File: config.mk
export PLATFORM = sky130hd
export DESIGN_NAME = v3a_div_step
export DESIGN_NICKNAME = d
export VERILOG_FILES = /design/src/rtl/v3a_div_step.sv
export SDC_FILE = /design/constraint.sdc
export NUM_CORES = 1
export LEC_CHECK = 0
export BUFFER_PORTS_ARGS = -buffer_cell sky130_fd_sc_hd__buf_2
export CORE_AREA = 5 5 325 327
export DETAILED_ROUTE_END_ITERATION = 7
export DIE_AREA = 0 0 330 332
export SLEW_MARGIN = 30
export SYNTH_ARGS = -nofsm -noshare
export SYNTH_HDL_FRONTEND = slang
export SYNTH_SLANG_ARGS = --single-unit
File: constraint.sdc
create_clock -name clk -period 5.8 [get_ports clk]
set_input_delay 0.58 -clock clk [delete_from_list [all_inputs] [get_ports clk]]
set_output_delay 0.58 -clock clk [all_outputs]
set_load 0.01 [all_outputs]
File: src/rtl/v3a_div_step.sv
// One restoring divide stage for three lanes sharing a divisor.
module v3a_div_step
#(
    parameter int WORD_BITS = 32,
    parameter int NUM_BITS  = 48,
    parameter int SIDE_BITS = 8
)
(
    input  logic                          clk,
    input  logic                          en,
    input  logic [WORD_BITS-1:0]          den_in,
    input  logic [2:0][NUM_BITS-1:0]      num_in,
    input  logic [2:0][WORD_BITS-1:0]     rem_in,
    input  logic [2:0][NUM_BITS-1:0]      quo_in,
    input  logic [SIDE_BITS-1:0]          side_in,
    output logic [WORD_BITS-1:0]          den_out,
    output logic [2:0][NUM_BITS-1:0]      num_out,
    output logic [2:0][WORD_BITS-1:0]     rem_out,
    output logic [2:0][NUM_BITS-1:0]      quo_out,
    output logic [SIDE_BITS-1:0]          side_out
);

    localparam int W = WORD_BITS;

    logic [2:0][W:0]          rem_sh;
    logic [W:0]               den_x;
    logic [2:0][W-1:0]        rem_c;
    logic [2:0][NUM_BITS-1:0] quo_c;
    logic [W-1:0]             den_reg;
    logic [2:0][NUM_BITS-1:0] num_reg;
    logic [2:0][W-1:0]        rem_reg;
    logic [2:0][NUM_BITS-1:0] quo_reg;
    logic [SIDE_BITS-1:0]     side_reg;

    always_comb
    begin
        den_x = {1'b0, den_in};
        for (int i = 0; i < 3; i++)
        begin
            rem_sh[i] = {rem_in[i], num_in[i][NUM_BITS-1]};
            if (rem_sh[i] >= den_x)
            begin
                rem_c[i] = W'(rem_sh[i] - den_x);
                quo_c[i] = {quo_in[i][NUM_BITS-2:0], 1'b1};
            end
            else
            begin
                rem_c[i] = rem_sh[i][W-1:0];
                quo_c[i] = {quo_in[i][NUM_BITS-2:0], 1'b0};
            end
        end
    end

    always_ff @(posedge clk)
    begin
        if (en)
        begin
            den_reg  <= den_in;
            for (int i = 0; i < 3; i++)
            begin
                num_reg[i] <= num_in[i] << 1;
            end
            rem_reg  <= rem_c;
            quo_reg  <= quo_c;
            side_reg <= side_in;
        end
    end

    assign den_out  = den_reg;
    assign num_out  = num_reg;
    assign rem_out  = rem_reg;
    assign quo_out  = quo_reg;
    assign side_out = side_reg;

endmodule

==> flow_summary_export.csv <==
group,metric,value,unit
global_route,grt-ovfl-total,0,
clocking,cts_num_sinks,421,
outcome,status,"completed",
die,chipHeight,332,µm
die,ios,850,
clocking,path_clk_slew,60,ps
detailed_routing,routed_wl,88.2,mm
global_route,grt_max_degree,159,
die,coreArea,103000,µm²
clocking,cts_tree,"built",
clocking,clockBufferDepth,3,
clocking,cts_resized,0,
detailed_routing,ant_nets,0,
clocking,postCtsHoldBufs,0,
timing,final_hold_viol_count,0,
pwr,max-vdd-ir-drop,0.199,mV
synthesis,synth_cell_types,75,
critical_path,cp-startpoint,"den_in[2]",
synthesis,syn_area,19000,µm²
global_route,antenna_found_initial,74,
synthesis,synth_edf_count,421,
timing,worstMarginPinSlew,992,ps
min_path,min_path_type,"in2reg",
pwr,powerDensity,330,nW/µm²
pwr,fin_total_pwr,8780,µW
detailed_routing,firstDrtPassIters,4,
timing,tns,0,ps
clocking,cts_made_buffers,52,
timing,fin_crit_sh,0.671,
timing,fmax,0.257,GHz
critical_path,path_class,"in2reg",
timing,min_period,3890,ps
finish,area_growth,39.9,%
critical_path,cp_max_fo,36,
die,dieArea,110000,µm²
finish,layout-drive-gt1-share,0.418,
global_route,grt_pass1_vias,15005,
synthesis,seq_area_frac_synth,0.665,
detailed_routing,vias,15212,
clocking,cts_setup_buffers,0,
critical_path,crit_path_end_kind,"register",
die,rows,118,
critical_path,crit_path_start_kind,"primary input",
synthesis,yosysWarnings,0,
clocking,h-tree-depth,2,
placed_design,place_inst,3577,
timing,max_slew_margin,0.339,
die,die_x,330,µm
critical_path,required,6160,ps
placed_design,port_buffers,843,
critical_path,crit_arrival,4260,ps
global_route,track_usage,0.151,
placed_design,hpwl,73.7,mm
die,start_util,0.185,
detailed_routing,drt_iter0_drc,701,
pwr,leakagePower,0.0111,µW
synthesis,syn_inst,1393,
finish,fin_nets,2776,
detailed_routing,drc_errors,0,
job,cap_violations,0,
timing,setup_viol,0,
global_route,grt_pass1_wl,117,mm
min_path,min_from,"quo_in[7]",
finish,fillCellCount,10853,
placed_design,gp_congestion,0.904,
finish,layoutNonFillerInstCount,3689,
timing,slew_viol_final,0,
synthesis,synth.avg_cell_area,13.6,µm²
timing,whs,106,ps
detailed_routing,vias_per_cell,4.12,
synthesis,synth-main-ff-cell,"edfxtp_1",
synthesis,ys_seq_elements,421,
synthesis,ys_async_sr_fraction,0,
clocking,clock-root-buffer,"clkbuf_16",
detailed_routing,wl_per_cell,23.9,µm
timing,grt_setup_unrepaired,"false",
-- worst paths after layout --
kind	to	slack, ps	depth (start not counted)
setup / recovery	rem_out[3]	1910	13
hold / removal	quo_out[8]	110	1
-- sequential cells by signal (all words and copies together) (netlist names) --
register and count:
quo_out 144, num_out 141, rem_out 96, den_out 32, side_out 8
-- power by group --
| group | internal [µW] | total [µW] | switching [µW] |
|---|---|---|---|
| Clock | 1930 | 3330 | 1400 |
| Combinational | 614 | 1660 | 1040 |
| Sequential | 3710 | 3800 | 83.9 |
-- cell usage after synthesis (3+ instances only) --
master / instances / area [µm²]
o21ai_0: 93 / 465
o22ai_1: 3 / 18.8
fa_1: 3 / 60.1
buf_6: 5 / 56.3
o21ai_2: 3 / 26.3
nor4_1: 3 / 18.8
nor2_1: 66 / 248
nand2_1: 127 / 477
buf_2: 12 / 60.1
a41oi_1: 3 / 26.3
clkbuf_1: 25 / 93.8
o31ai_1: 5 / 37.5
mux2_1: 5 / 56.3
a21o_1: 35 / 263
and3_1: 13 / 81.3
nand4_1: 20 / 125
and2_1: 5 / 31.3
buf_4: 5 / 37.5
o211ai_1: 12 / 90.1
a211oi_1: 7 / 52.6
a31oi_1: 19 / 119
a311oi_1: 3 / 26.3
o21ai_1: 9 / 45.0
mux2_2: 9 / 101
o21a_1: 14 / 105
edfxtp_1: 421 / 12600
a211o_1: 3 / 26.3
nor3_1: 14 / 70.1
nand3_1: 25 / 125
xnor2_1: 49 / 429
xor2_1: 32 / 280
nand2b_1: 10 / 62.6
o21bai_1: 16 / 120
a21oi_1: 105 / 526
nor2b_1: 11 / 68.8
inv_1: 60 / 225
ha_1: 96 / 1200
-- metrics by stage --
stage	setup WS, ps	area [µm²]	util
3_5_place_dp	1250	24800	0.242
5_1_grt	1740	26600	0.259
4_1_cts	1940	26500	0.259
6_report	1910	26600	0.259
3_3_place_gp	1310	24800	0.242
2_1_floorplan	2600	19000	-
-- area by class of cell --
| cell class | count | area, µm² | share of cell area |
|---|---|---|---|
| Inverter | 61 | 229 | 0.00861 |
| Timing Repair Buffer | 850 | 4310 | 0.162 |
| Sequential cell | 421 | 12600 | 0.476 |
| Clock buffer | 56 | 1320 | 0.0495 |
| Tap cell | 1380 | 1730 | 0.0650 |
| Multi-Input combinational cell | 865 | 5890 | 0.222 |
| Clock inverter | 41 | 437 | 0.0164 |
| Antenna cell | 15 | 37.5 | 0.00141 |
-- cell families (layout without fill, tap and decap cells) --
family,Yosys count,count (layout),synth area share
AO/OA/AOI/OAI,364,364,0.124
flip-flops,421,421,0.665
buffers and inverters,109,1008,0.0254
adder cells (fa/ha/maj),99,99,0.0664
multiplexers,15,15,0.00883
XOR/XNOR,81,81,0.0373
other,1,18,0.000197
AND/OR/NAND/NOR,303,303,0.0728
-- worst max-delay path, stage by stage --
cell and delay [ps]:
buf_2 220, inv_1 150, ha_1 460, o21a_1 150, o31a_1 170, o22ai_1 180
o311a_4 400, a2bb2oi_2 220, o41ai_2 290, nand2_1 480, buf_4 440, inv_2 140
mux2_2 340
-- per-layer routing --
layer | vias up | global-route usage | wire length (µm)
met5 | - | 0 | 209
met4 | 34 | 0.0528 | 3580
met3 | 194 | 0.0609 | 8950
met2 | 724 | 0.289 | 46400
met1 | 7254 | 0.145 | 29100
li1 | 7006 | - | -
-- placed cells by master (no fill, tap or decap), types with 5 or more instances in the layout --
| cell | Yosys | routed |
|---|---|---|
| o211ai_1 | 12 | 12 |
| edfxtp_1 | 421 | 421 |
| and3_1 | 13 | 13 |
| o31ai_1 | 5 | 5 |
| nand3_1 | 25 | 25 |
| o21ai_0 | 93 | 93 |
| diode_2 | 0 | 15 |
| buf_2 | 12 | 842 |
| mux2_2 | 9 | 9 |
| nand2_1 | 127 | 127 |
| clkinv_1 | 0 | 12 |
| nand4_1 | 20 | 20 |
| nor2_1 | 66 | 66 |
| a21o_1 | 35 | 35 |
| nand2b_1 | 10 | 10 |
| clkinv_2 | 0 | 8 |
| o21ai_1 | 9 | 9 |
| o21a_1 | 14 | 14 |
| bufinv_16 | 0 | 6 |
| buf_4 | 5 | 5 |
| nor2b_1 | 11 | 11 |
| o21bai_1 | 16 | 16 |
| xnor2_1 | 49 | 49 |
| and2_1 | 5 | 5 |
| a211oi_1 | 7 | 7 |
| mux2_1 | 5 | 5 |
| ha_1 | 96 | 96 |
| nor3_1 | 14 | 14 |
| a21oi_1 | 105 | 105 |
| a31oi_1 | 19 | 19 |
| clkbuf_16 | 0 | 52 |
| xor2_1 | 32 | 32 |
| inv_1 | 60 | 60 |
Note: power is estimated with default switching activity, not from simulation.
