<file path="config.mk">
export PLATFORM = sky130hd
export DESIGN_NAME = v3a_sat
export DESIGN_NICKNAME = d
export VERILOG_FILES = /design/src/rtl/v3a_sat.sv
export SDC_FILE = /design/constraint.sdc
export NUM_CORES = 1
export LEC_CHECK = 0
export BUFFER_PORTS_ARGS = -buffer_cell sky130_fd_sc_hd__buf_2
export CAP_MARGIN = 20
export CORE_ASPECT_RATIO = 0.75
export CORE_UTILIZATION = 54
export DETAILED_ROUTE_END_ITERATION = 6
export GPL_TIMING_DRIVEN = 0
export PLACE_DENSITY = 0.86
export RECOVER_POWER = 25
export SLEW_MARGIN = 10
export SYNTH_ARGS = -nofsm -noshare
export SYNTH_HDL_FRONTEND = slang
export SYNTH_SLANG_ARGS = --single-unit
</file>
<file path="constraint.sdc">
create_clock -name vclk -period 6
set_input_delay 0.9 -clock vclk [all_inputs]
set_output_delay 0.9 -clock vclk [all_outputs]
set_load 0.01 [all_outputs]
</file>
<file path="src/rtl/v3a_sat.sv">
// Sign-magnitude to two's complement word with saturation.
module v3a_sat
#(
    parameter int WORD_BITS = 32,
    parameter int MAG_BITS  = 32
)
(
    input  logic                 neg,
    input  logic [MAG_BITS-1:0]  mag,
    output logic [WORD_BITS-1:0] word,
    output logic                 ovf
);

    localparam logic [MAG_BITS-1:0] POS_LIM =
        MAG_BITS'({1'b0, {(WORD_BITS-1){1'b1}}});
    localparam logic [MAG_BITS-1:0] NEG_LIM = POS_LIM + 1'b1;

    logic [MAG_BITS-1:0]  lim;
    logic [WORD_BITS-1:0] m;

    always_comb
    begin
        lim  = neg ? NEG_LIM : POS_LIM;
        ovf  = mag > lim;
        m    = ovf ? lim[WORD_BITS-1:0] : mag[WORD_BITS-1:0];
        word = neg ? (~m + 1'b1) : m;
    end

endmodule

</file>
==> results.json, run 1 <==
{
  "post_drt_via_cell_ratio": 6.55,
  "routabilityCongestion": 0.843,
  "number_of_port_buffers": 66,
  "rows": 18,
  "max_freq_mhz": 174,
  "detailedPlacementHpwl_mm": 4.56,
  "start_util_pct": 56.3,
  "worst_slew_pin_slew_ps": 580,
  "synth_top_cells_by_area": "ha_1 22%, o21ai_0 8.9%, a21oi_1 7.8%",
  "n_sequential_cell": 0,
  "final_min_period_over_clock_period_pct": 95.7,
  "leakage_nw": 0.942,
  "dpl.cell_count": 386,
  "core-area_mm2": 0.00329,
  "grt_use_met1_pct": 48.9,
  "yosysSeqAreaShare_pct": 0,
  "worst_ep_required_time_ps": 5100,
  "fin_nets": 412,
  "p_total_uw": 208,
  "antenna_found_initial": 0,
  "syn-num-nets": 346,
  "detail_route.drc_violations": 0,
  "detailroute.via_count": 2514,
  "route.final.wire_length_mm": 6.03,
  "drtAntennaViolNets": 0,
  "drt-initial-drc-count": 193,
  "drv_slew": 0,
  "worst_hold_path.num_cells": 4,
  "period_minus_slack_ps": 5740,
  "cts_post_setup_buffers_inserted": 0,
  "route.detailed.wl_per_inst_um": 15.7,
  "synthesis.area_mm2": 0.00185,
  "finalNonFillerCells": 384,
  "rsz0062_at_grt": "false",
  "powerDensity_mw_per_mm2": 92.3,
  "layout_commonest_cell": "buf_2",
  "cp-end-kind": "output port",
  "timing.critical_path.from_type": "input pin",
  "slew_headroom_pct": 61.3,
  "grtUsageMet2_pct": 51.3,
  "global_route.usage.met3_pct": 1.35,
  "timing.final.hold_violations": 0,
  "hold_end": "word[13]",
  "post_synth_num_cell_types": 50,
  "antenna-diode-count": 0,
  "tns_ps": 0,
  "timing.critical_path.fanout_max": 38,
  "floorplan.die.width_um": 69.6,
  "area.growth.synth_to_final_pct": 21.4,
  "via_count_of_the_first_global_routing_pass": 1955,
  "cap_viol_max_count": 0,
  "chipHeight_um": 52.7,
  "grt_most_used_layer": "met2",
  "track_usage_pct": 32.2,
  "worstHoldStart": "mag[13]",
  "drt_pass1_iterations": 5,
  "synth_warnings": 0,
  "design.die.area_mm2": 0.00367,
  "synth_top_area_share_pct": 22.3,
  "final-seq-area_um2": 0,
  "maximum_vdd_drop_v": 0.0000420,
  "run_status": "finished, final reports clean",
  "ioPinCount": 66,
  "final_cell_mix": "63 x buf_2, 33 x o21ai_0, 33 x ha_1, 29 x a21oi_1, 27 x nor3_1",
  "grt_max_degree": 39,
  "grt.overflow.total": 0,
  "hold_path_class": "input pin to output port",
  "netlist.top_cell.by_area": "ha_1",
  "timing.setup.critical_path_class": "input pin to output port",
  "setup-violations-final": 0,
  "synth.avg_cell_area_um2": 6.61,
  "drive_above_1_share_pct": 23.0,
  "synthesis.instances": 280,
  "clock_buffers": 0,
  "grt_pass1_wl_mm": 9.58,
  "cp.arrival_ps": 4840
}
==> worst max path at each step <==
stage / from / to / slack, ps
finish: neg / word[16] / 260
global route: neg / word[16] / 10
CTS: neg / word[30] / 220
detailed placement: neg / word[30] / -810
global placement: neg / word[30] / -690
floorplan: neg / word[16] / 690
==> report_power, final <==
group / leakage (nW) / internal (mW) / total (mW) / switching, mW
combinational: 0.942 / 0.0780 / 0.208 / 0.130
sequential: 0 / 0 / 0 / 0
clock: 0 / 0 / 0 / 0
total: 0.942 / 0.0780 / 0.208 / 0.130
==> stage by stage <==
stage | setup slack [ps] | util, % | instance area, µm² | hold WS, ps
after floorplan | 692 | - | 1850 | 1930
after global placement | -694 | 67.9 | 2230 | 2180
after detailed placement | -814 | 67.9 | 2230 | 2190
after CTS | 222 | 68.1 | 2240 | 2190
after global routing | 10.7 | 68.4 | 2250 | 2210
final | 258 | 68.4 | 2250 | 2190
==> Yosys cell counts (all sizes together), types with 3 or more instances <==
cell type,n
ha,33
a21oi,29
a311oi,3
and4,6
a211oi,8
nor4,6
mux2i,6
nand2,22
nand3,8
a221oi,4
clkbuf,9
nor2,27
or3,10
buf,6
nand4,9
a21o,3
nor3,27
o21ai,35
inv,4
==> area by class of cell <==
| class | instances | area, µm² |
|---|---|---|
| Buffer | 13 | 73.8 |
| Fill cell | 317 | 1040 |
| Inverter | 4 | 15.0 |
| Multi-Input combinational cell | 261 | 1780 |
| Tap cell | 40 | 50.0 |
| Timing Repair Buffer | 66 | 333 |
==> cell families (layout without fill, tap and decap cells) <==
group / count (synthesis) / count (layout) / synth area share (%)
muxes: 6 / 6 / 3.24
buffers and inverters: 19 / 83 / 5.07
adders and majority gates: 33 / 33 / 22.3
AOI/OAI and AO/OA: 94 / 94 / 30.4
xor gates and xnor gates: 2 / 2 / 0.946
and+or+nand+nor: 126 / 126 / 38.0
==> repair_timing <==
action	4_1_cts	5_1_grt
resized for setup	5	4
pin swaps	1	0
gates cloned	0	0
endpoints found under the setup margin	15	11
hold buffers	0	0
==> metal layers <==
| metal | up-vias | routed length, µm | share of wire (%) |
|---|---|---|---|
| met5 | - | 0 | 0 |
| li1 | 1233 | - | - |
| met4 | 0 | 34 | 0.56 |
| met1 | 1164 | 2970 | 49 |
| met2 | 111 | 2560 | 43 |
| met3 | 6 | 456 | 7.6 |
==> worst max-delay path: stages <==
cell      delay [ps]
buf_6            260
inv_1            160
clkbuf_4         270
ha_1             370
and4_1           210
a221oi_1         290
o22ai_1          170
nor2_4           270
buf_6            190
nor2_1            70
a21oi_1          130
ha_1             330
nand3_1          160
or3_1            340
and2_1           160
a311oi_1         320
buf_2            190
(Power assumes the default switching activity.)
==> run 2: changes to the inputs <==
ABC_AREA = 1   (was unset)
CORE_UTILIZATION = 35   (was 54)
PLACE_DENSITY = 0.59   (was 0.86)
clock period = 4.7 ns   (was 6 ns; I/O delays follow)
==> results.json, run 2 <==
{
  "run_status": "finished, final reports clean",
  "hold_end": "word[10]",
  "timing.setup.critical_path_class": "input pin to output port",
  "hold_path_class": "input pin to output port",
  "final_min_period_over_clock_period_pct": 96.3,
  "final_cell_area_mm2": 0.00293,
  "antenna_found_initial": 0,
  "worstHoldStart": "mag[10]",
  "start_util_pct": 36.8,
  "number_of_port_buffers": 66,
  "timing.critical_path.from_type": "input pin",
  "cp.arrival_ps": 3820,
  "final_cell_mix": "166 x nand2_1, 66 x buf_2, 42 x nand3_1, 41 x inv_1",
  "synthMostInstantiatedCell": "nand2_1",
  "synthMuxAreaShare_pct": 0.477,
  "drt-initial-drc-count": 123,
  "grt_pass1_wl_mm": 12.8,
  "track_usage_pct": 21.9,
  "chipHeight_um": 73.1,
  "drt_pass1_iterations": 5,
  "synth.avg_cell_area_um2": 5.42,
  "route.final.wire_length_mm": 8.05,
  "grt_use_met1_pct": 31.5,
  "instance_area_at_placement_mm2": 0.00279,
  "grt.overflow.total": 0,
  "max_freq_mhz": 221,
  "synth-xor-area-share_pct": 0,
  "layout_commonest_cell": "nand2_1",
  "routabilityCongestion": 0.951,
  "post-route-worst-setup-slack_ps": 174,
  "main_combinational_cell_family_by_area_after_synthesis": "simple AND/OR/NAND/NOR gates",
  "fin_hold_ws_ps": 1740,
  "synth_warnings": 0,
  "detailedPlace.worstSlack_ps": -1080,
  "cap_viol_max_count": 0,
  "post_synth_num_cell_types": 29,
  "finalNonFillerCells": 588,
  "synth_compound_area_share_pct": 10.3,
  "p_total_uw": 426,
  "grt_most_used_layer": "met2",
  "final-seq-area_um2": 0,
  "synth_top_area_share_pct": 26.7,
  "post_drt_via_cell_ratio": 5.06,
  "path_common_cell": "nand2_1",
  "worst_hold_path.num_cells": 3,
  "worst_ep_required_time_ps": 3990,
  "netlist.top_cell.by_area": "nand2_1",
  "dpl.cell_count": 583,
  "route.detailed.wl_per_inst_um": 13.7,
  "area.growth.synth_to_final_pct": 23.9,
  "slew_headroom_pct": 60.7,
  "maximum_vdd_drop_v": 0.0000915,
  "synth_top_cells_by_area": "nand2_1 27%, ha_1 17%, nand3_1 8.9%",
  "synthesis.area_mm2": 0.00236,
  "yosys.area_share.simple_pct": 60.5,
  "via_count_of_the_first_global_routing_pass": 2688,
  "n_sequential_cell": 0,
  "timing.final.hold_violations": 0,
  "worst-path-buf-inv": 7,
  "core-area_mm2": 0.00641,
  "worst_path_largest_cell_delay_ps": 320,
  "grt_max_degree": 37,
  "yosysSeqAreaShare_pct": 0,
  "drive_above_1_share_pct": 28.2,
  "cp-end-kind": "output port",
  "ioPinCount": 66,
  "syn-num-nets": 502,
  "worst_slew_pin_slew_ps": 589,
  "antenna-diode-count": 0,
  "final_core_util_pct": 45.6,
  "powerDensity_mw_per_mm2": 146,
  "leakage_nw": 1.74,
  "synthAdderAreaFrac_pct": 17.5,
  "worst_path_max_delay_cell": "ha_1",
  "clock_buffers": 0,
  "floorplan.die.width_um": 96.8,
  "crit_family": "simple AND/OR/NAND/NOR gates",
  "synthesis.instances": 436,
  "timing.critical_path.fanout_max": 18,
  "synth_commonest_cells": "168 x nand2_1, 42 x inv_1, 42 x nand3_1",
  "period_minus_slack_ps": 4530,
  "detailroute.via_count": 2973,
  "rows": 25,
  "drv_slew": 0,
  "design.die.area_mm2": 0.00708,
  "detailedPlacementHpwl_mm": 6.56,
  "setup-violations-final": 0,
  "tns_ps": 0,
  "fin_nets": 575,
  "global_route.usage.met3_pct": 1.05,
  "detail_route.drc_violations": 0,
  "grtUsageMet2_pct": 37.9,
  "drtAntennaViolNets": 0
}
[run 2: cell types whose count changed after synthesis, moves of 7 or more]
cell / change
nand2_2: +17
a21oi_1: -16
inv_1: +38
nand2_4: +7
a211oi_1: -8
nand3_2: +7
nand2_1: +147
nor3_1: -27
or3_1: -10
nor2_2: +11
nor2_1: +7
o21ai_0: -22
nand3_1: +35
[run 2: worst max path at each step]
| stage | start | endpoint | slack, ps | cells after the start |
|---|---|---|---|---|
| 2_1_floorplan | neg | word[28] | 520 | 24 |
| 3_3_place_gp | neg | word[28] | -1000 | 26 |
| 3_5_place_dp | neg | word[12] | -1080 | 25 |
| 4_1_cts | neg | word[28] | 20 | 27 |
| 5_1_grt | neg | word[28] | -8 | 25 |
| 6_report | neg | word[26] | 170 | 25 |
[run 2: per-layer routing]
layer / vias to the layer above / routed length, µm / share of wire, %
li1: 1553 / - / -
met1: 1319 / 3930 / 49
met2: 96 / 3510 / 44
met3: 5 / 559 / 6.9
met4: 0 / 48 / 0.60
met5: - / 0 / 0
[run 2: logic make-up after synthesis]
kind of cell	after synthesis
buffers and inverters	59
AND/OR/NAND/NOR	300
multiplexers	1
AO/OA/AOI/OAI	43
adder cells (fa/ha/maj)	33
[run 2: worst min-delay path: stages]
cell and delay [ps]:
buf_2 110, a31oi_1 80, buf_2 130
[run 2: cell type report]
class / instances / area (µm²)
Buffer: 11 / 98.8
Timing Repair Buffer: 72 / 415
Fill cell: 722 / 3490
Inverter: 47 / 180
Tap cell: 81 / 101
Multi-Input combinational cell: 377 / 2130
[run 2: power breakdown]
part	switching, mW	leakage (nW)	total [mW]	internal (mW)
Clock	0	0	0	0
Combinational	0.271	1.74	0.426	0.155
Sequential	0	0	0	0
Total	0.271	1.74	0.426	0.155
[run 2: what timing repair did]
action | CTS | global route
resized for setup | 11 | 9
buffers inserted | 1 | 4
endpoints found under the setup margin | 31 | 15
pin swaps | 1 | 5
hold buffers | 0 | 0
gates cloned | 0 | 1
