File: config.mk
export PLATFORM = sky130hd
export DESIGN_NAME = v3a_sqrt_step
export DESIGN_NICKNAME = d
export VERILOG_FILES = /design/src/rtl/v3a_sqrt_step.sv
export SDC_FILE = /design/constraint.sdc
export NUM_CORES = 1
export LEC_CHECK = 0
export BUFFER_PORTS_ARGS = -buffer_cell sky130_fd_sc_hd__buf_2
export CELL_PAD_IN_SITES_DETAIL_PLACEMENT = 0
export CELL_PAD_IN_SITES_GLOBAL_PLACEMENT = 1
export CORE_MARGIN = 2
export CORE_UTILIZATION = 34
export CTS_CLUSTER_DIAMETER = 150
export CTS_CLUSTER_SIZE = 40
export DETAILED_ROUTE_END_ITERATION = 16
export GPL_ROUTABILITY_DRIVEN = 0
export PLACE_DENSITY_LB_ADDON = 0.25
export RECOVER_POWER = 100
export SKIP_LAST_GASP = 1
export SLEW_MARGIN = 5
export SYNTH_ARGS = -nofsm -noshare
export SYNTH_HDL_FRONTEND = slang
export SYNTH_SLANG_ARGS = --single-unit
File: constraint.sdc
create_clock -name clk -period 2.8 [get_ports clk]
set_input_delay 0.14 -clock clk [delete_from_list [all_inputs] [get_ports clk]]
set_output_delay 0.14 -clock clk [all_outputs]
set_load 0.02 [all_outputs]
File: src/rtl/v3a_sqrt_step.sv
// One square root stage: retire one root bit from two radicand bits.
module v3a_sqrt_step
#(
    parameter int WORD_BITS = 32,
    parameter int SIDE_BITS = 8
)
(
    input  logic                   clk,
    input  logic                   en,
    input  logic [2*WORD_BITS-1:0] rad_in,
    input  logic [WORD_BITS+1:0]   rem_in,
    input  logic [WORD_BITS-1:0]   root_in,
    input  logic [SIDE_BITS-1:0]   side_in,
    output logic [2*WORD_BITS-1:0] rad_out,
    output logic [WORD_BITS+1:0]   rem_out,
    output logic [WORD_BITS-1:0]   root_out,
    output logic [SIDE_BITS-1:0]   side_out
);

    localparam int W = WORD_BITS;

    logic [W+1:0]     rem_sh;
    logic [W+1:0]     trial;
    logic [W+1:0]     rem_c;
    logic [W-1:0]     root_c;
    logic [2*W-1:0]   rad_reg;
    logic [W+1:0]     rem_reg;
    logic [W-1:0]     root_reg;
    logic [SIDE_BITS-1:0] side_reg;

    always_comb
    begin
        rem_sh = {rem_in[W-1:0], rad_in[2*W-1 -: 2]};
        trial  = {root_in, 2'b01};
        if (rem_sh >= trial)
        begin
            rem_c  = rem_sh - trial;
            root_c = {root_in[W-2:0], 1'b1};
        end
        else
        begin
            rem_c  = rem_sh;
            root_c = {root_in[W-2:0], 1'b0};
        end
    end

    always_ff @(posedge clk)
    begin
        if (en)
        begin
            rad_reg  <= rad_in << 2;
            rem_reg  <= rem_c;
            root_reg <= root_c;
            side_reg <= side_in;
        end
    end

    assign rad_out  = rad_reg;
    assign rem_out  = rem_reg;
    assign root_out = root_reg;
    assign side_out = side_reg;

endmodule

==> results of run 1 <==
synth_stat cells (2+ instances only):
cell type / number / area (sq um)
sky130_fd_sc_hd__o31ai_1: 3 / 22.52
sky130_fd_sc_hd__mux2_2: 19 / 214.0
sky130_fd_sc_hd__xnor2_1: 17 / 148.9
sky130_fd_sc_hd__a31o_2: 4 / 35.03
sky130_fd_sc_hd__mux2_4: 3 / 45.04
sky130_fd_sc_hd__ha_1: 34 / 425.4
sky130_fd_sc_hd__nor4b_1: 3 / 26.28
sky130_fd_sc_hd__a21o_1: 17 / 127.6
sky130_fd_sc_hd__buf_4: 3 / 22.52
sky130_fd_sc_hd__a31oi_1: 4 / 25.02
sky130_fd_sc_hd__nand2b_1: 2 / 12.51
sky130_fd_sc_hd__nor3_1: 11 / 55.05
sky130_fd_sc_hd__and2_1: 2 / 12.51
sky130_fd_sc_hd__xor2_1: 10 / 87.58
sky130_fd_sc_hd__nand4_1: 3 / 18.77
sky130_fd_sc_hd__edfxtp_1: 136 / 4084
sky130_fd_sc_hd__nor2_1: 17 / 63.81
sky130_fd_sc_hd__a221o_1: 3 / 30.03
sky130_fd_sc_hd__inv_1: 41 / 153.9
sky130_fd_sc_hd__nand3_1: 14 / 70.07
sky130_fd_sc_hd__a211oi_1: 4 / 30.03
sky130_fd_sc_hd__nor2b_1: 2 / 12.51
sky130_fd_sc_hd__a21oi_1: 39 / 195.2
sky130_fd_sc_hd__clkbuf_1: 3 / 11.26
sky130_fd_sc_hd__o21a_1: 7 / 52.55
sky130_fd_sc_hd__nand2_1: 21 / 78.83
sky130_fd_sc_hd__o21ai_0: 23 / 115.1
sky130_fd_sc_hd__and3_1: 8 / 50.05
repair_timing:
item,in CTS,in global routing
resized for setup,0,11
hold endpoints to repair,101,0
setup endpoints to repair,0,23
setup buffers,0,1
hold buffers,101,0
how the worst max path moves through the flow:
stage	from	end	slack, ns	depth (start not counted)
after floorplan	root_in[7]	rem_out[25]	0.04	13
after global placement	root_in[4]	rem_out[33]	-0.08	12
after detailed placement	rem_in[4]	rem_out[25]	-0.11	11
after CTS	root_in[16]	rem_out[31]	0.003	12
after global routing	root_in[28]	rem_out[14]	-0.007	14
final	root_in[17]	rem_out[31]	0.07	14
state kept, by name, summed over array words and instances, names as in the netlist:
register  flops
rad_out      62
rem_out      34
root_out     32
side_out      8
area by class of cell:
class	instances	area share, %
clock inverter	14	1.292
timing repair buffer	438	26.81
tap	234	2.906
clock buffer	18	4.260
sequential	136	40.54
multi-input combinational	299	22.63
inverter	42	1.565
metrics by stage:
stage | area (sq um) | instances
global placement | 8655 | 1047
detailed placement | 8655 | 1047
global route | 10070 | 1181
CTS | 10220 | 1180
floorplan | 6549 | 486
finish | 10070 | 1181
metal layers:
layer | vias to the layer above | global-route usage (%) | wire length, microns
met5 | - | 0 | 0
met4 | 0 | 7.817 | 456
met3 | 39 | 4.795 | 1231
met2 | 232 | 33.27 | 9642
met1 | 2660 | 21.88 | 8217
li1 | 2750 | - | -
power by group:
part / switching, mW / leakage [nW] / internal, mW
clock: 0.953 / 0.268 / 1.17
combinational: 0.801 / 2.55 / 0.588
sequential: 0.0540 / 1.33 / 2.47
total: 1.81 / 4.15 / 4.23
logic make-up after synthesis:
group / count (synthesis) / share of synthesized area (%)
flops: 136 / 62.40
xor+xnor: 27 / 3.613
other cells: 1 / 0.05730
mux: 22 / 3.957
compound gates: 124 / 12.83
fa+ha+maj: 34 / 6.500
simple gates: 90 / 7.169
buf+inv: 51 / 3.479
==> insert_results.sql, run 1 <==
INSERT INTO impl_metrics (metric_group, metric, value, unit) VALUES
('status', 'run_status', 'complete, but fails checks', ''),
('status', 'violations', 'capacitance limit, slew limit', ''),
('global_route', 'gr-usage-all-layers', '18.88', '%'),
('route', 'routedWlPerCell', '16.55', 'microns'),
('synth', 'syn_inst', '485', ''),
('route', 'ant_nets', '0', ''),
('pwr', 'vdd_ir_drop_max', '0.0003998', 'V'),
('synth', 'synth-async-reset-ratio', '0', '%'),
('sta', 'report.final.hold_viol_count', '0', ''),
('global_route', 'wire_length_of_the_first_global_routing_pass', '29990', 'microns'),
('final_layout', 'layout_common_cells', 'sky130_fd_sc_hd__clkbuf_1 (153), sky130_fd_sc_hd__edfxtp_1 (136), sky130_fd_sc_hd__buf_2 (120)', ''),
('final_layout', 'antenna_diode_count', '0', ''),
('route', 'totalWireLength', '19550', 'microns'),
('synth', 'synth.lib_cells_used.distinct', '60', ''),
('clock_network', 'ctsRootBufferMaster', 'sky130_fd_sc_hd__clkbuf_16', ''),
('hold_path', 'hold-path-cell-count', '2', ''),
('synth', 'post_synth_instance_area', '6545', 'sq um'),
('global_route', 'grt_pass1_vias', '5973', ''),
('critical_path', 'slowest_stage', 'sky130_fd_sc_hd__dlygate4sd3_1', ''),
('synth', 'synth.avg_cell_area', '13.49', 'sq um'),
('synth', 'postSynth.topFlopCell', 'sky130_fd_sc_hd__edfxtp_1', ''),
('pwr', 'power-per-cell-area', '599.3', 'nW/um^2'),
('floorplanning', 'die_w', '142.7', 'microns'),
('sta', 'timing.final.ws_setup', '0.06818', 'ns'),
('floorplanning', 'die-area', '20380', 'sq um'),
('floorplanning', 'floorplan.core_area', '18770', 'sq um'),
('job', 'max_cap_violations', '1', ''),
('hold_path', 'hp-class', 'input pin to flop', ''),
('synth', 'synth.yosys.seq_area_share', '62.40', '%'),
('placed_design', 'dp_hpwl', '13980', 'microns'),
('route', 'detailroute.via_count', '5681', ''),
('final_layout', 'fillerInstances', '1708', ''),
('sta', 'slew_viol_final', '39', ''),
('route', 'detail_route.vias_per_cell', '4.810', ''),
('clock_network', 'cts_max_path_buffers', '2', ''),
('critical_path', 'critical_path.max_fanout', '12', ''),
('synth', 'ys_seq_elements', '136', ''),
('final_layout', 'final_common_cell', 'sky130_fd_sc_hd__clkbuf_1', ''),
('critical_path', 'worstPathBufferInverterCount', '6', ''),
('critical_path', 'critical_path.most_common_cell', 'sky130_fd_sc_hd__a21o_1', ''),
('sta', 'totalNegativeSetupSlack', '0', 'ns'),
('global_route', 'globalRoute.totalOverflow', '0', ''),
('clock_network', 'cts-buffers-inserted', '17', ''),
('floorplanning', 'die_height', '142.7', 'microns'),
('critical_path', 'path_class', 'input pin to flop', ''),
('route', 'detail_route.drc_violations', '0', ''),
('critical_path', 'cpLargestDelayFamily', 'buffers and inverters', ''),
('critical_path', 'cpPeakStageDelay', '0.53', 'ns'),
('sta', 'final-setup-viol-count', '0', ''),
('final_layout', 'area_growth', '53.93', '%'),
('final_layout', 'finalCoreUtilization', '53.68', '%'),
('sta', 'worst_slew_pin_tran', '2.178', 'ns'),
('sta', 'clock.fmax', '366.1', 'MHz'),
('hold_path', 'hold_start', 'rem_in[28]', ''),
('final_layout', 'final_nets', '1108', ''),
('critical_path', 'critPathRequiredTime', '2.98', 'ns'),
('final_layout', 'seq_area', '4084', 'sq um'),
('sta', 'finalCriticalPeriod', '2.732', 'ns'),
('floorplanning', 'initial_utilization', '34.87', '%'),
('final_layout', 'drive_above_1_share', '27.24', '%'),
('final_layout', 'combined_area_of_the_multi_input_logic_cells', '2280', 'sq um'),
('floorplanning', 'ioPinCount', '278', ''),
('synth', 'yosysWarningCount', '0', ''),
('critical_path', 'setup.worst_path.end_class', 'flop', ''),
('clock_network', 'clock_tree_from_tritoncts', 'done', ''),
('placed_design', 'worst_setup_slack_after_placement', '-0.1137', 'ns'),
('floorplanning', 'row_count', '50', ''),
('route', 'first_iter_violations', '211', ''),
('sta', 'whs', '0.03047', 'ns'),
('critical_path', 'worstPathCellList', 'dlygate4sd3_1 > buf_2 > inv_1 > ha_1 > and2_1 > and4b_1 > a21o_1 > a21o_1 > a21o_1 > nor2_4 > inv_2 > buf_12 > buf_4 > a31o_2', ''),
('clock_network', 'number_of_sinks_on_the_clock_net', '136', '');
Note: power is estimated with default switching activity, not from simulation.
==> run 2: changes to the inputs <==
--- a/config.mk
+++ b/config.mk
@@ -5,11 +5,13 @@
 export SDC_FILE = /design/constraint.sdc
 export NUM_CORES = 1
 export LEC_CHECK = 0
+export ABC_AREA = 1
 export BUFFER_PORTS_ARGS = -buffer_cell sky130_fd_sc_hd__buf_2
 export CELL_PAD_IN_SITES_DETAIL_PLACEMENT = 0
 export CELL_PAD_IN_SITES_GLOBAL_PLACEMENT = 1
 export CORE_MARGIN = 2
-export CORE_UTILIZATION = 34
+export CORE_UTILIZATION = 33
+export CTS_BUF_LIST = sky130_fd_sc_hd__clkbuf_2
 export CTS_CLUSTER_DIAMETER = 150
 export CTS_CLUSTER_SIZE = 40
 export DETAILED_ROUTE_END_ITERATION = 16
==> run 2 against run 1 <==
Against the previous run:
- critical path type unchanged
- fmax grew 5.3%
- the flow still finishes with violations (capacitance limit, slew limit)
- synthesized cell count grew 59%
- combinational power about the same
- highest routed layer unchanged
==> insert_results.sql, run 2 <==
INSERT INTO impl_metrics (metric_group, metric, value, unit) VALUES
('route', 'ant_nets', '0', ''),
('sta', 'final-setup-viol-count', '0', ''),
('critical_path', 'worst_setup_path_endpoint', 'rem_out[33]', ''),
('synth', 'yosysTopAreaCell', 'sky130_fd_sc_hd__edfxtp_1', ''),
('global_route', 'globalRoute.totalOverflow', '0', ''),
('clock_network', 'ctsRootBufferMaster', 'sky130_fd_sc_hd__clkbuf_2', ''),
('sta', 'timing.final.ws_setup', '0.2046', 'ns'),
('sta', 'report.final.hold_viol_count', '0', ''),
('pwr', 'total_power', '5.070', 'mW'),
('route', 'detail_route.vias_per_cell', '4.351', ''),
('critical_path', 'setup.worst_path.end_class', 'flop', ''),
('synth', 'post-synth-top-count-cell', 'sky130_fd_sc_hd__nand2_1', ''),
('clock_network', 'cts.reportedPaths.clkPinSlew', '0.28', 'ns'),
('clock_network', 'clock_tree_from_tritoncts', 'done', ''),
('critical_path', 'worstPathArrival', '3.24', 'ns'),
('sta', 'whs', '0.09606', 'ns'),
('global_route', 'gr-usage-all-layers', '18.57', '%'),
('critical_path', 'critPathRequiredTime', '3.44', 'ns'),
('synth', 'synth.avg_cell_area', '9.241', 'sq um'),
('clock_network', 'number_of_sinks_on_the_clock_net', '136', ''),
('sta', 'slew_viol_final', '42', ''),
('floorplanning', 'floorplan.core_area', '21090', 'sq um'),
('critical_path', 'worst_setup_path_start_kind', 'input pin', ''),
('pwr', 'pwr-share-seq', '49.8', '%'),
('floorplanning', 'die-area', '22750', 'sq um'),
('sta', 'grt_setup_unrepaired', 'false', ''),
('final_layout', 'area_growth', '43.27', '%'),
('status', 'violations', 'capacitance limit, slew limit', ''),
('synth', 'postSynth.topFlopCell', 'sky130_fd_sc_hd__edfxtp_1', ''),
('final_layout', 'largest_register_ffs', '62', ''),
('route', 'routedWlPerCell', '14.47', 'microns'),
('global_route', 'largest_net_degree_at_the_start_of_global_routing', '64', ''),
('floorplanning', 'ioPinCount', '278', ''),
('final_layout', 'final_nets', '1370', ''),
('synth', 'synth-async-reset-ratio', '0', '%'),
('pwr', 'p_leak', '4.699', 'nW'),
('route', 'detailroute.via_count', '6466', ''),
('clock_network', 'post_cts.repair.setup_buffers', '0', ''),
('final_layout', 'finalCoreUtilization', '48.34', '%'),
('synth', 'commonest_cells_in_the_synthesized_netlist', 'sky130_fd_sc_hd__nand2_1 (277), sky130_fd_sc_hd__edfxtp_1 (136), sky130_fd_sc_hd__inv_1 (123), sky130_fd_sc_hd__nor2_1 (51), sky130_fd_sc_hd__nand3_1 (38)', ''),
('clock_network', 'cts_max_path_buffers', '2', ''),
('synth', 'synth.top_cells.by_area', 'sky130_fd_sc_hd__edfxtp_1 (57%), sky130_fd_sc_hd__nand2_1 (15%), sky130_fd_sc_hd__inv_1 (6.5%), sky130_fd_sc_hd__ha_1 (6.0%), sky130_fd_sc_hd__nor2_1 (2.7%)', ''),
('pwr', 'vdd_ir_drop_max', '0.0001897', 'V'),
('sta', 'final_min_period_over_clock_period', '92.69', '%'),
('synth', 'post_synth_instance_area', '7116', 'sq um'),
('pwr', 'switching_share', '36.16', '%'),
('hold_path', 'hp-class', 'input pin to flop', ''),
('sta', 'slew_headroom', '-32.31', '%'),
('placed_design', 'placed_cell_area', '8807', 'sq um'),
('placed_design', 'dp_hpwl', '16010', 'microns'),
('pwr', 'power.clock.fraction', '23.0', '%'),
('global_route', 'wire_length_of_the_first_global_routing_pass', '32400', 'microns'),
('route', 'drtPass1Iterations', '4', ''),
('final_layout', 'design_area', '10190', 'sq um'),
('clock_network', 'cts-buffers-inserted', '17', ''),
('clock_network', 'cts_htree_levels', '4', ''),
('sta', 'clock.fmax', '385.3', 'MHz'),
('synth', 'synth.yosys.seq_area_share', '57.39', '%'),
('floorplanning', 'die_height', '150.8', 'microns'),
('critical_path', 'critical_path.max_fanout', '33', ''),
('pwr', 'power_report.internal_total', '3.237', 'mW'),
('route', 'detail_route.drc_violations', '0', ''),
('floorplanning', 'row_count', '53', ''),
('synth', 'ys_seq_elements', '136', ''),
('critical_path', 'path_class', 'input pin to flop', ''),
('pwr', 'power-per-cell-area', '497.3', 'nW/um^2'),
('status', 'run_status', 'complete, but fails checks', ''),
('synth', 'synth.lib_cells_used.distinct', '27', ''),
('synth', 'synth_enable_flop_cells', '136', ''),
('placed_design', 'placement.io_buffers', '273', ''),
('route', 'totalWireLength', '21510', 'microns'),
('sta', 'finalCriticalPeriod', '2.595', 'ns'),
('floorplanning', 'die_w', '150.8', 'microns'),
('route', 'first_iter_violations', '281', ''),
('sta', 'totalNegativeSetupSlack', '0', 'ns'),
('synth', 'yosysWarningCount', '0', ''),
('placed_design', 'worst_setup_slack_after_placement', '0.4223', 'ns'),
('final_layout', 'layout.cells.non_filler', '1486', ''),
('job', 'max_cap_violations', '1', ''),
('pwr', 'switching_power', '1.833', 'mW'),
('floorplanning', 'initial_utilization', '33.74', '%'),
('global_route', 'grt_pass1_vias', '6452', ''),
('pwr', 'power_frac_comb', '27.2', '%'),
('global_route', 'antenna_found_initial', '1', ''),
('sta', 'worst_slew_pin_tran', '1.985', 'ns'),
('final_layout', 'drive_above_1_share', '13.73', '%'),
('synth', 'syn_inst', '770', ''),
('final_layout', 'layout_common_cells', 'sky130_fd_sc_hd__nand2_1 (277), sky130_fd_sc_hd__clkbuf_1 (161), sky130_fd_sc_hd__dlygate4sd3_1 (137)', ''),
('final_layout', 'fillerInstances', '2181', ''),
('synth', 'synth_largest_type_area_fraction', '57.39', '%'),
('critical_path', 'worst_setup_path_startpoint', 'rem_in[23]', ''),
('placed_design', 'placed_cells_incl_taps', '1315', ''),
('final_layout', 'final_common_cell', 'sky130_fd_sc_hd__nand2_1', '');
[run 2: power by group through the flow]
| stage | Sequential (mW) | Combinational, mW | Clock [mW] |
|---|---|---|---|
| finish | 2.52 | 1.38 | 1.17 |
| CTS | 2.51 | 1.45 | 1.22 |
| global route | 2.54 | 1.53 | 1.30 |
| floorplan | 2.82 | 0.538 | 0 |
| global placement | 2.56 | 1.28 | 0 |
| detailed placement | 2.56 | 1.30 | 0 |
[run 2: how the worst min path moves through the flow]
stage | slack, ns | start | cells after the start | end
after global routing | 0.02 | rad_in[20] | 2 | rad_out[22]
after global placement | 0.32 | rad_in[47] | 1 | rad_out[49]
final | 0.1 | root_in[30] | 2 | root_out[31]
after floorplan | 0.24 | rad_in[8] | 0 | rad_out[10]
after CTS | 0.02 | root_in[30] | 2 | root_out[31]
after detailed placement | 0.32 | rad_in[18] | 1 | rad_out[20]
[run 2: logic make-up (layout without fill, tap and decap cells)]
family	Yosys count	in the layout	synth area share [%]
AOI/OAI and AO/OA	47	47	3.499
and+or+nand+nor	399	399	23.19
DFF	136	136	57.39
xor gates and xnor gates	17	17	2.092
adders and majority gates	34	34	5.979
buffers and inverters	136	574	7.790
other	1	4	0.05270
[run 2: layout make-up]
cell class                 count  area [sq um]  area share, %
antenna                        2         5.005        0.04909
clock buffer                  18         90.09         0.8837
clock inverter                14         133.9          1.313
inverter                     128         485.5          4.762
multi-input combinational    499          2481          24.34
sequential                   136          4084          40.06
tap                          275         344.1          3.375
timing repair buffer         414          2571          25.22
[run 2: critical path: stages]
cell                            delay [ns]
sky130_fd_sc_hd__dlygate4sd3_1        0.54
sky130_fd_sc_hd__buf_2                0.13
sky130_fd_sc_hd__ha_1                 0.37
sky130_fd_sc_hd__a21oi_1              0.26
sky130_fd_sc_hd__o21ai_0              0.19
sky130_fd_sc_hd__a21oi_1              0.22
sky130_fd_sc_hd__nand3_2              0.12
sky130_fd_sc_hd__nand2_2              0.12
sky130_fd_sc_hd__nand2_8              0.16
sky130_fd_sc_hd__inv_6                0.28
sky130_fd_sc_hd__nand2_1              0.08
sky130_fd_sc_hd__nand2_1              0.07
sky130_fd_sc_hd__dlygate4sd3_1        0.54
[run 2: metal layers]
metal | routed length, microns | share of wire (%) | GRT usage [%] | up-vias
met5 | 0 | 0 | 0 | -
met4 | 167 | 0.78 | 4.065 | 0
met3 | 1259 | 5.9 | 3.614 | 12
met2 | 10820 | 50 | 34.84 | 195
met1 | 9254 | 43 | 21.91 | 2917
li1 | - | - | - | 3342
[run 2: repair_timing]
action	4_1_cts	5_1_grt
resized for setup	0	1
hold endpoints to repair	174	0
setup endpoints to repair	0	1
hold buffers	137	0
==> run 3: changes to the inputs <==
--- a/config.mk
+++ b/config.mk
@@ -5,12 +5,11 @@
 export SDC_FILE = /design/constraint.sdc
 export NUM_CORES = 1
 export LEC_CHECK = 0
-export ABC_AREA = 1
 export BUFFER_PORTS_ARGS = -buffer_cell sky130_fd_sc_hd__buf_2
 export CELL_PAD_IN_SITES_DETAIL_PLACEMENT = 0
 export CELL_PAD_IN_SITES_GLOBAL_PLACEMENT = 1
 export CORE_MARGIN = 2
-export CORE_UTILIZATION = 33
+export CORE_UTILIZATION = 35
 export CTS_BUF_LIST = sky130_fd_sc_hd__clkbuf_2
 export CTS_CLUSTER_DIAMETER = 150
 export CTS_CLUSTER_SIZE = 40
==> run 3 against run 2 <==
Against the previous run:
- the flow still finishes with violations (capacitance limit, slew limit)
- power is 1.5% higher
- setup slack got worse by 0.18 ns
- routed wire length shrank 7.3%
- fmax is 6.5% lower
- flip-flop and latch count stayed put
- critical path type unchanged
==> insert_results.sql, run 3 (synthesis gave the netlist of run 1 again) <==
INSERT INTO impl_metrics (metric_group, metric, value, unit) VALUES
('status', 'run_status', 'complete, but fails checks', ''),
('status', 'violations', 'capacitance limit, slew limit', ''),
('clock_network', 'cts.reportedPaths.clkPinSlew', '0.24', 'ns'),
('critical_path', 'setup.worst_path.end_class', 'flop', ''),
('placed_design', 'placement.io_buffers', '273', ''),
('global_route', 'grt_pass1_vias', '6089', ''),
('floorplanning', 'die_height', '140.8', 'microns'),
('sta', 'slew_headroom', '-45.39', '%'),
('placed_design', 'placed_cells_incl_taps', '1039', ''),
('final_layout', 'final_common_cell', 'sky130_fd_sc_hd__clkbuf_1', ''),
('critical_path', 'worstPathArrival', '3.26', 'ns'),
('route', 'drtPass1Iterations', '5', ''),
('floorplanning', 'floorplan.core_area', '18520', 'sq um'),
('critical_path', 'worstPathCellList', 'dlygate4sd3_1 > clkbuf_1 > inv_1 > ha_1 > a21oi_1 > clkbuf_4 > nand2_1 > nor3_1 > a2111oi_4 > o21ai_2 > a21boi_4 > nor2_1 > inv_2 > buf_12 > mux2_4', ''),
('critical_path', 'worst_setup_path_start_kind', 'input pin', ''),
('route', 'detail_route.drc_violations', '0', ''),
('clock_network', 'cts_htree_levels', '4', ''),
('clock_network', 'ctsRootBufferMaster', 'sky130_fd_sc_hd__clkbuf_2', ''),
('placed_design', 'dp_hpwl', '14060', 'microns'),
('pwr', 'power-per-cell-area', '516.7', 'nW/um^2'),
('floorplanning', 'ioPinCount', '278', ''),
('placed_design', 'worst_setup_slack_after_placement', '-0.1325', 'ns'),
('clock_network', 'post_cts.repair.setup_buffers', '0', ''),
('critical_path', 'slowest_stage', 'sky130_fd_sc_hd__dlygate4sd3_1', ''),
('route', 'totalWireLength', '19940', 'microns'),
('sta', 'final_min_period_over_clock_period', '99.13', '%'),
('final_layout', 'largest_register_ffs', '62', ''),
('final_layout', 'drive_above_1_share', '23.64', '%'),
('job', 'max_cap_violations', '1', ''),
('floorplanning', 'initial_utilization', '35.34', '%'),
('critical_path', 'worst_setup_path_endpoint', 'rem_out[30]', ''),
('pwr', 'vdd_ir_drop_max', '0.0002163', 'V'),
('clock_network', 'number_of_sinks_on_the_clock_net', '136', ''),
('global_route', 'largest_net_degree_at_the_start_of_global_routing', '61', ''),
('critical_path', 'cpPeakStageDelay', '0.54', 'ns'),
('critical_path', 'path_class', 'input pin to flop', ''),
('final_layout', 'area_growth', '52.19', '%'),
('sta', 'report.final.hold_viol_count', '0', ''),
('final_layout', 'layout.cells.non_filler', '1207', ''),
('floorplanning', 'die-area', '19810', 'sq um'),
('final_layout', 'final_nets', '1134', ''),
('floorplanning', 'row_count', '50', ''),
('sta', 'grt_setup_unrepaired', 'true', ''),
('pwr', 'p_leak', '4.102', 'nW'),
('floorplanning', 'die_w', '140.8', 'microns'),
('clock_network', 'clock_tree_from_tritoncts', 'done', ''),
('critical_path', 'critical_path.max_fanout', '22', ''),
('critical_path', 'worst_setup_path_startpoint', 'root_in[11]', ''),
('sta', 'clock.fmax', '360.3', 'MHz'),
('final_layout', 'antenna_diode_count', '0', ''),
('final_layout', 'layout_common_cells', 'sky130_fd_sc_hd__clkbuf_1 (165), sky130_fd_sc_hd__dlygate4sd3_1 (136), sky130_fd_sc_hd__edfxtp_1 (136)', ''),
('global_route', 'antenna_found_initial', '0', ''),
('sta', 'slew_viol_final', '50', ''),
('sta', 'worst_slew_pin_tran', '2.181', 'ns'),
('sta', 'timing.final.ws_setup', '0.02431', 'ns'),
('clock_network', 'cts-buffers-inserted', '17', ''),
('hold_path', 'hold-path-cell-count', '2', ''),
('route', 'detailroute.via_count', '5841', ''),
('critical_path', 'critPathRequiredTime', '3.29', 'ns'),
('clock_network', 'cts_max_path_buffers', '2', ''),
('route', 'first_iter_violations', '234', ''),
('route', 'detail_route.vias_per_cell', '4.839', ''),
('route', 'routedWlPerCell', '16.52', 'microns'),
('global_route', 'gr-usage-all-layers', '19.82', '%'),
('hold_path', 'hp-class', 'input pin to flop', ''),
('global_route', 'wire_length_of_the_first_global_routing_pass', '31080', 'microns'),
('global_route', 'globalRoute.totalOverflow', '0', ''),
('sta', 'final-setup-viol-count', '0', ''),
('route', 'ant_nets', '0', ''),
('sta', 'finalCriticalPeriod', '2.776', 'ns');
[run 3: changes by cell type in the layout (fill, tap and decap cells not counted), moves of 16 or more]
cell / previous run / this run
sky130_fd_sc_hd__buf_4: 2 / 49
sky130_fd_sc_hd__inv_1: 123 / 41
sky130_fd_sc_hd__nand3_1: 38 / 14
sky130_fd_sc_hd__nor2_1: 51 / 18
sky130_fd_sc_hd__nand2_1: 277 / 21
sky130_fd_sc_hd__a21o_1: 1 / 17
sky130_fd_sc_hd__mux2_2: 0 / 19
[run 3: layer usage]
| metal | GRT usage, % | up-vias | wire (microns) |
|---|---|---|---|
| li1 | - | 2797 | - |
| met1 | 23.74 | 2822 | 8381 |
| met2 | 35.99 | 201 | 10150 |
| met3 | 4.552 | 21 | 1143 |
| met4 | 5.105 | 0 | 265 |
| met5 | 0 | - | 0 |
[run 3: repair_timing]
action / in CTS / in global routing
setup endpoints to repair: 0 / 5
resized for setup: 0 / 2
endpoints found under the hold margin: 182 / 0
hold buffers: 136 / 0
[run 3: final cells by class]
cell class	instances	area [sq um]
Inverter	42	157.7
Tap cell	234	292.8
Sequential cell	136	4084
Fill cell	1713	8557
Clock inverter	15	158.9
Multi-Input combinational cell	299	2236
Clock buffer	17	85.08
Timing Repair Buffer	464	2947
[run 3: power by group]
group | total [mW] | internal (mW) | switching (mW)
clock | 1.22 | 0.358 | 0.860
sequential | 2.53 | 2.47 | 0.0571
combinational | 1.40 | 0.599 | 0.804
[run 3: critical path, delay by kind of cell]
kind,cells,cell delay [ns]
adder cells (fa/ha/maj),1,0.34
multiplexers,1,0.31
AND/OR/NAND/NOR,3,0.67
buffers and inverters,6,1.14
AO/OA/AOI/OAI,4,0.64
[run 3: worst min-delay path by stage]
stage | from | endpoint
finish | rad_in[4] | rad_out[6]
global route | side_in[1] | side_out[1]
CTS | side_in[3] | side_out[3]
detailed placement | rad_in[9] | rad_out[11]
global placement | side_in[1] | side_out[1]
floorplan | rad_in[8] | rad_out[10]
[run 3: stage by stage]
| step | util [%] | hold slack [ns] | TNS [ns] | power [mW] | area (sq um) |
|---|---|---|---|---|---|
| after CTS | 55.01 | 0.01996 | 0 | 5.256 | 10190 |
| after global routing | 53.79 | 0.02515 | -0.1612 | 5.410 | 9961 |
| after floorplan | - | 0.2389 | 0 | 3.319 | 6549 |
| final | 53.79 | 0.1246 | 0 | 5.147 | 9961 |
| after detailed placement | 46.34 | 0.3187 | -0.9753 | 3.868 | 8582 |
| after global placement | 46.34 | 0.3168 | -0.3089 | 3.852 | 8582 |
